### src/hw/rtl/assert_macros.svh
// Assertion helpers; clk and rst_n must be in scope where used.
`ifndef ASSERT_MACROS_SVH
`define ASSERT_MACROS_SVH
`ifndef SYNTH
`define SQPI_ASSERT(lbl, expr, msg) \
  lbl: assert property (@(posedge clk) disable iff (!rst_n) (expr)) else $error(msg);
`define SQPI_ASSERT_NEXT(lbl, ante, cons, msg) \
  lbl: assert property (@(posedge clk) disable iff (!rst_n) (ante) |=> (cons)) else $error(msg);
`else
`define SQPI_ASSERT(lbl, expr, msg)
`define SQPI_ASSERT_NEXT(lbl, ante, cons, msg)
`endif
`endif

### src/hw/rtl/sqpi_pkg.sv
package sqpi_pkg;

  localparam int unsigned WORD_W  = 64;
  localparam int unsigned POS_W   = 5;
  localparam int unsigned CNT_W   = 5;
  localparam int unsigned OP_W    = 2;
  localparam int unsigned STAT_W  = 2;

  localparam logic [OP_W-1:0] OP_APPEND = 2'd0;
  localparam logic [OP_W-1:0] OP_INSERT = 2'd1;
  localparam logic [OP_W-1:0] OP_MOVE   = 2'd2;

  localparam logic [STAT_W-1:0] ST_DONE  = 2'd0;
  localparam logic [STAT_W-1:0] ST_FULL  = 2'd1;
  localparam logic [STAT_W-1:0] ST_EMPTY = 2'd2;

  typedef enum logic [1:0] {
    CELL_HOLD,
    CELL_LOAD,
    CELL_PREV,
    CELL_NEXT
  } cell_cmd_t;

  typedef struct packed {
    logic ins;
    logic pop;
  } queue_ctl_t;

endpackage

### src/hw/rtl/sqpi_cell.sv
module sqpi_cell (
  input  logic                          clk,
  input  sqpi_pkg::cell_cmd_t           cmd,
  input  logic [sqpi_pkg::WORD_W-1:0]   prev_word,
  input  logic [sqpi_pkg::WORD_W-1:0]   next_word,
  input  logic [sqpi_pkg::WORD_W-1:0]   load_word,
  output logic [sqpi_pkg::WORD_W-1:0]   word
);

  logic [sqpi_pkg::WORD_W-1:0] word_r;
  logic [sqpi_pkg::WORD_W-1:0] word_nxt;

  always_comb begin
    unique case (cmd)
      sqpi_pkg::CELL_HOLD: word_nxt = word_r;
      sqpi_pkg::CELL_LOAD: word_nxt = load_word;
      sqpi_pkg::CELL_PREV: word_nxt = prev_word;
      sqpi_pkg::CELL_NEXT: word_nxt = next_word;
      default:             word_nxt = word_r;
    endcase
  end

  always_ff @(posedge clk) begin
    word_r <= word_nxt;
  end

  assign word = word_r;

endmodule

### src/hw/rtl/sqpi_queue.sv
module sqpi_queue #(
  parameter int unsigned DEPTH = 16,
  parameter int unsigned CW    = $clog2(DEPTH + 1)
) (
  input  logic                          clk,
  input  sqpi_pkg::queue_ctl_t          ctl,
  input  logic [CW-1:0]                 at,
  input  logic [sqpi_pkg::WORD_W-1:0]   load_word,
  output logic [sqpi_pkg::WORD_W-1:0]   head_word
);

  logic [sqpi_pkg::WORD_W-1:0] words [DEPTH];

  for (genvar k = 0; k < DEPTH; k++) begin : g_cell
    localparam logic [CW-1:0] IDX = CW'(k);
    sqpi_pkg::cell_cmd_t         cmd;
    logic [sqpi_pkg::WORD_W-1:0] prev_w;
    logic [sqpi_pkg::WORD_W-1:0] next_w;

    if (k == 0) begin : g_first
      assign prev_w = '0;
    end else begin : g_mid_prev
      assign prev_w = words[k-1];
    end
    if (k == DEPTH - 1) begin : g_last
      assign next_w = '0;
    end else begin : g_mid_next
      assign next_w = words[k+1];
    end

    always_comb begin
      priority if (ctl.pop) begin
        cmd = (k == DEPTH - 1) ? sqpi_pkg::CELL_HOLD : sqpi_pkg::CELL_NEXT;
      end else if (ctl.ins && IDX == at) begin
        cmd = sqpi_pkg::CELL_LOAD;
      end else if (ctl.ins && IDX > at) begin
        cmd = sqpi_pkg::CELL_PREV;
      end else begin
        cmd = sqpi_pkg::CELL_HOLD;
      end
    end

    sqpi_cell u_cell (
      .clk       (clk),
      .cmd       (cmd),
      .prev_word (prev_w),
      .next_word (next_w),
      .load_word (load_word),
      .word      (words[k])
    );
  end

  assign head_word = words[0];

endmodule

### src/hw/rtl/shifting_queue_with_positional_insert.sv
// Two shift-register queues of DEPTH 64-bit words, head at entry 0.
// Input words (in_*): in_tuser carries the operation (append, insert at
// position, move head to the other queue) and the queue select; in_tdata
// carries the payload and the 1-based insert position.
// Result words (out_*): one per input word, giving status, the moved payload
// and the fill counts of both queues after the operation.
// The result is registered and appears in the cycle after the input word is taken.
// Throughput: one word per cycle unless the receiver stalls; the cells of both
// queues shift, load or hold in the same cycle, so the cell row sets the rate.
// A registered output stage holds the result; while the receiver stalls with
// a result pending, in_tready is low and the queues hold.
// Reset empties both queues (fill counts to zero) and drops any pending
// result; entry contents are not cleared.
`include "assert_macros.svh"
module shifting_queue_with_positional_insert #(
  parameter int unsigned DEPTH = 16
) (
  input  logic        clk,
  input  logic        rst_n,
  input  logic        in_tvalid,
  output logic        in_tready,
  input  logic [71:0] in_tdata,   // entry_data[63:0], position[68:64], zero pad
  input  logic [2:0]  in_tuser,   // operation[1:0], queue_select[2]
  output logic        out_tvalid,
  input  logic        out_tready,
  output logic [79:0] out_tdata   // status[1:0], moved_data[65:2],
                                  // first_count[70:66], second_count[75:71], pad
);

  localparam int unsigned CW = $clog2(DEPTH + 1);
  localparam int unsigned PW = (CW > sqpi_pkg::POS_W) ? CW : sqpi_pkg::POS_W;
  localparam logic [CW-1:0] FULL_CNT = CW'(DEPTH);

  logic                                accept;
  logic [sqpi_pkg::OP_W-1:0]           op;
  logic                                sel;
  logic [sqpi_pkg::WORD_W-1:0]         entry;
  logic [sqpi_pkg::POS_W-1:0]          pos;

  logic [CW-1:0]                       fill_r [2];
  logic [CW-1:0]                       fill_nxt [2];
  sqpi_pkg::queue_ctl_t                ctl [2];
  logic [CW-1:0]                       at [2];
  logic [sqpi_pkg::WORD_W-1:0]         load_w [2];
  logic [sqpi_pkg::WORD_W-1:0]         head_w [2];

  logic [PW-1:0]                       pos_ext;
  logic [PW-1:0]                       at_raw;
  logic [PW-1:0]                       fill_sel_ext;
  logic [CW-1:0]                       ins_at;
  logic [sqpi_pkg::STAT_W-1:0]         status;
  logic [sqpi_pkg::WORD_W-1:0]         moved;
  logic [PW-1:0]                       cnt_ext [2];

  logic                                out_tvalid_r;
  logic [79:0]                         out_tdata_r;

  assign in_tready = !out_tvalid_r || out_tready;
  assign accept    = in_tvalid && in_tready;
  assign op        = in_tuser[1:0];
  assign sel       = in_tuser[2];
  assign entry     = in_tdata[63:0];
  assign pos       = in_tdata[68:64];

  assign pos_ext      = PW'(pos);
  assign at_raw       = (pos == '0) ? '0 : pos_ext - PW'(1);
  assign fill_sel_ext = PW'(fill_r[sel]);
  assign ins_at       = (at_raw > fill_sel_ext) ? fill_r[sel] : at_raw[CW-1:0];

  always_comb begin
    fill_nxt[0] = fill_r[0];
    fill_nxt[1] = fill_r[1];
    ctl[0]      = '0;
    ctl[1]      = '0;
    at[0]       = fill_r[0];
    at[1]       = fill_r[1];
    load_w[0]   = entry;
    load_w[1]   = entry;
    status      = sqpi_pkg::ST_DONE;
    moved       = '0;
    if (accept) begin
      unique case (op)
        sqpi_pkg::OP_APPEND, sqpi_pkg::OP_INSERT: begin
          if (fill_r[sel] == FULL_CNT) begin
            status = sqpi_pkg::ST_FULL;
          end else begin
            ctl[sel].ins  = 1'b1;
            at[sel]       = (op == sqpi_pkg::OP_INSERT) ? ins_at : fill_r[sel];
            fill_nxt[sel] = fill_r[sel] + CW'(1);
          end
        end
        sqpi_pkg::OP_MOVE: begin
          if (fill_r[sel] == '0) begin
            status = sqpi_pkg::ST_EMPTY;
          end else begin
            moved         = head_w[sel];
            ctl[sel].pop  = 1'b1;
            fill_nxt[sel] = fill_r[sel] - CW'(1);
            load_w[!sel]  = head_w[sel];
            if (fill_r[!sel] == FULL_CNT) begin
              status = sqpi_pkg::ST_FULL;
            end else begin
              ctl[!sel].ins  = 1'b1;
              fill_nxt[!sel] = fill_r[!sel] + CW'(1);
            end
          end
        end
        default: begin
          status = sqpi_pkg::ST_DONE;
        end
      endcase
    end
  end

  for (genvar q = 0; q < 2; q++) begin : g_queue
    sqpi_queue #(
      .DEPTH (DEPTH),
      .CW    (CW)
    ) u_queue (
      .clk       (clk),
      .ctl       (ctl[q]),
      .at        (at[q]),
      .load_word (load_w[q]),
      .head_word (head_w[q])
    );
    assign cnt_ext[q] = PW'(fill_nxt[q]);
  end

  always_ff @(posedge clk) begin
    if (!rst_n) begin
      fill_r[0]    <= '0;
      fill_r[1]    <= '0;
      out_tvalid_r <= 1'b0;
    end else begin
      fill_r[0] <= fill_nxt[0];
      fill_r[1] <= fill_nxt[1];
      if (accept) begin
        out_tvalid_r <= 1'b1;
      end else if (out_tready) begin
        out_tvalid_r <= 1'b0;
      end
    end
  end

  always_ff @(posedge clk) begin
    if (accept) begin
      out_tdata_r <= {4'b0, cnt_ext[1][sqpi_pkg::CNT_W-1:0],
                      cnt_ext[0][sqpi_pkg::CNT_W-1:0], moved, status};
    end
  end

  assign out_tvalid = out_tvalid_r;
  assign out_tdata  = out_tdata_r;

  `SQPI_ASSERT(a_fill_bound, fill_r[0] <= FULL_CNT && fill_r[1] <= FULL_CNT, "fill count above depth")
  `SQPI_ASSERT_NEXT(a_idle_hold, !accept, fill_r[0] == $past(fill_r[0]) && fill_r[1] == $past(fill_r[1]), "fill changed without an accepted word")
  `SQPI_ASSERT_NEXT(a_append_grows, accept && op == sqpi_pkg::OP_APPEND && fill_r[sel] != FULL_CNT, fill_r[$past(sel)] == $past(fill_r[sel]) + CW'(1), "append did not grow the target queue")
  `SQPI_ASSERT(a_empty_zero, !(out_tvalid_r && out_tdata_r[1:0] == sqpi_pkg::ST_EMPTY) || out_tdata_r[65:2] == '0, "empty move reported a payload")

endmodule
### config.mk
export PLATFORM = sky130hd
export DESIGN_NAME = shifting_queue_with_positional_insert
export DESIGN_NICKNAME = d
export VERILOG_FILES = /design/src/hw/rtl/sqpi_pkg.sv /design/src/hw/rtl/sqpi_cell.sv /design/src/hw/rtl/sqpi_queue.sv /design/src/hw/rtl/shifting_queue_with_positional_insert.sv
export VERILOG_INCLUDE_DIRS = /design/src /design/src/hw/rtl
export SDC_FILE = /design/constraint.sdc
export NUM_CORES = 2
export LEC_CHECK = 0
export BUFFER_PORTS_ARGS = -buffer_cell sky130_fd_sc_hd__buf_2
export CORE_ASPECT_RATIO = 0.8
export CORE_UTILIZATION = 60
export DETAILED_ROUTE_END_ITERATION = 8
export PLACE_DENSITY = 0.74
export SYNTH_ARGS = -nofsm -noshare
export SYNTH_HDL_FRONTEND = slang
export SYNTH_SLANG_ARGS = --single-unit
### constraint.sdc
create_clock -name clk -period 9.2 [get_ports clk]
set_clock_uncertainty 0.2 [all_clocks]
set_input_delay 1.84 -clock clk [delete_from_list [all_inputs] [get_ports clk]]
set_output_delay 1.84 -clock clk [all_outputs]
set_load 0.02 [all_outputs]
==> out/metrics.yaml <==
ir_drop_v: 0.000179
grt_pass1_vias: 72600
rows: 133
r2r_start: "fill_r[1][4]"
cts-root-buf: "clkbuf_16"
power_per_cell_area_nw_per_um2: 202
ant_nets: 0
dieArea_um2: 169000
clock_path_buffers: 3
viasPerCell: 7.39
io_buffers: 153
cts_hold_buffers: 0
grt_pass1_wl_um: 469000
crit_path_start: "in_tuser[2]"
netlist_instances: 8373
seqPwrFrac_pct: 52.6
intPower_w: 0.0166
ys.flop_type: "edfxtp_1"
setup_viol: 0
rsz0062_at_grt: "false"
leakage_nw: 35.1
cts_setup_buffers: 0
min_period_ns: 7.21
maxSlewViolCount: 0
synth_enable_flop_cells: 2124
drtIter0Drc: 13700
hpwl_um: 177000
drc: 0
final_nets: 8130
status: "complete, no violations"
grt_max_degree: 268
synth-async-reset-ratio_pct: 0
drt-pass1-iter-count: 7
fin_hold_ws_ns: 0.326
pre_cts_ws_ns: 1.40
worstPathMaxFanout: 70
synth_cell_types: 71
worstPathArrival_ns: 7.49
cts_tree: "built"
cts.sink_count: 2135
finalSetupTns_ns: 0
area_delta_synth_final_pct: 9.13
grt_use_total_pct: 36.8
ys_seq_elements: 2135
die_height_um: 368
syn_area_per_cell_um2: 12.0
fp.dieW_um: 459
clk_latency_ns: 0.85
fillers: 11900
cts_resized: 0
p_switching_w: 0.00552
clock_power_share_pct: 38.0
grt-ovfl-total: 0
max_freq_ghz: 0.139
hold_viol: 0
io_pins: 161
routedWlPerCell_um: 30.3
worst_pin_slew_ns: 1.43
antenna_found_initial: 13
gp_congestion: 0.925
core-area_um2: 165000
combPwrFrac_pct: 9.4
numCtsBuffers: 202
period_share_pct: 78.3
maxCapViolations: 0
min-delay-start: "g_queue[0].u_queue.g_cell[7].u_cell.word[9]"
clkTransAtPathRegs_ns: 0.06
drive_gt1_share_pct: 9.56
htreeDepth: 4
start_util_pct: 60.7
yosys_warnings: 0
hold_path.class: "flop to flop"
slew_headroom_pct: 4.98
critPathLaunchType: "input pin"
critPathCaptureType: "flop"
worstSetupPathType: "input pin to flop"
layout_setup_ws_ns: 1.99
num_vias: 77300
ys_seq_area_share_pct: 63.8
synthesis.area_um2: 100000
critical_path_required_ns: 9.48
swShare_pct: 25.0
drt_wl_total_um: 317000
power groups by stage:
stage          clock network (W)  registers [W]  logic, W
5_1_grt                  0.00877         0.0117   0.00219
6_report                 0.00839         0.0116   0.00208
4_1_cts                  0.00841         0.0116   0.00200
3_3_place_gp                   0         0.0118   0.00191
3_5_place_dp                   0         0.0118   0.00200
2_1_floorplan                  0         0.0118   0.00123
layer usage:
| metal | vias to the layer above | part of all wire [%] | track usage [%] |
|---|---|---|---|
| met5 | - | 0.022 | 0 |
| met4 | 12 | 3.8 | 13.5 |
| met3 | 810 | 16 | 10.7 |
| met2 | 6470 | 42 | 51.6 |
| met1 | 37700 | 38 | 54.3 |
| li1 | 32300 | - | - |
kinds of logic (layout without fill, tap and decap cells):
kind of cell               after synthesis  after routing  share of synthesized area [%]
adders and majority gates               10             10                          0.125
buffers and inverters                 1097            936                           4.25
muxes                                  233            233                           2.42
DFF                                   2135           2135                           63.8
AOI/OAI and AO/OA                     3316           3316                           22.6
xor gates and xnor gates                10             10                         0.0874
other                                    1             14                        0.00374
and+or+nand+nor                       1571           1571                           6.70
layout by cell type, fill, tap and decap left out, types with 11 or more instances in the layout:
cell       instances
a21oi_1          274
o21ai_0          977
and2_1           133
clkinv_1          53
a221o_1          227
o221ai_1         194
edfxtp_1        2124
nand3_1           80
o311ai_0          16
o31ai_1           70
nand2_4           11
o311ai_1          40
clkinv_2          34
a22o_1            64
bufinv_16         18
and3_1            90
a31oi_1           18
buf_12            43
o21ai_1          108
nor2_1           430
mux2_2            73
o22ai_1           66
dfxtp_1           11
clkbuf_1          45
inv_1            214
a211oi_1          32
mux2i_1          158
buf_2            153
a22oi_1          834
nor3_1            17
a32oi_1          185
buf_4            141
o211ai_1         147
nand2_1          754
clkbuf_16        204
registers in the layout, summed over array words and instances (netlist names):
register	cells
out_tdata	76
out_tvalid	1
fill_r	10
g_queue.u_queue.g_cell.u_cell.word	2048
per-stage QoR:
step | utilization (%) | total power [W] | instances | area, µm²
6_report | 66.3 | 0.0221 | 10500 | 109000
5_1_grt | 66.3 | 0.0226 | 10400 | 109000
4_1_cts | 66.3 | 0.0220 | 10400 | 109000
3_5_place_dp | 62.3 | 0.0138 | 10100 | 103000
3_3_place_gp | 62.3 | 0.0137 | 10100 | 103000
2_1_floorplan | - | 0.0130 | 8376 | 100000
Yosys cell counts (64+ instances only):
| library cell | instances | area share [%] |
|---|---|---|
| a22o_1 | 64 | 0.56 |
| o21ai_0 | 982 | 4.9 |
| and2_1 | 136 | 0.85 |
| a221o_1 | 227 | 2.3 |
| and3_1 | 90 | 0.56 |
| o221ai_1 | 195 | 1.7 |
| a32oi_1 | 185 | 1.6 |
| nor2_1 | 433 | 1.6 |
| clkbuf_1 | 708 | 2.7 |
| buf_2 | 104 | 0.52 |
| o31ai_1 | 71 | 0.53 |
| mux2i_1 | 159 | 1.6 |
| o21ai_1 | 109 | 0.54 |
| nand2_1 | 765 | 2.9 |
| o211ai_1 | 147 | 1.1 |
| o22ai_1 | 66 | 0.41 |
| mux2_2 | 73 | 0.82 |
| a21oi_1 | 279 | 1.4 |
| a22oi_1 | 834 | 6.2 |
| inv_1 | 220 | 0.82 |
| nand3_1 | 82 | 0.41 |
| edfxtp_1 | 2124 | 64 |
critical path, stage by stage:
cell	delay, ns
buf_2	0.61
mux2i_1	0.58
ha_1	0.57
a31oi_1	0.37
nand2_1	0.33
a31oi_1	0.10
a21oi_1	0.72
or4_4	0.78
a21o_4	0.83
buf_12	0.44
o21ai_0	0.17
final cells by class:
| class | count | area [µm²] | share of cell area [%] |
|---|---|---|---|
| timing repair buffer | 337 | 2690 | 2.45 |
| multi-input combinational | 5144 | 32600 | 29.8 |
| antenna | 10 | 25.0 | 0.0229 |
| sequential | 2135 | 64000 | 58.5 |
| inverter | 221 | 852 | 0.779 |
| tap | 2227 | 2790 | 2.55 |
| clock inverter | 125 | 1140 | 1.04 |
| clock buffer | 253 | 5330 | 4.87 |
worst paths after layout:
check,endpoint,slack [ns],depth (start not counted)
worst min register to register,g_queue[0].u_queue.g_cell[8].u_cell.word[9],0.33,2
worst max-delay path,g_queue[0].u_queue.g_cell[13].u_cell.word[5],1.99,11
worst min-delay path,g_queue[0].u_queue.g_cell[8].u_cell.word[9],0.33,2
worst max register to register,g_queue[0].u_queue.g_cell[13].u_cell.word[5],3.28,10
(Power assumes the default switching activity.)
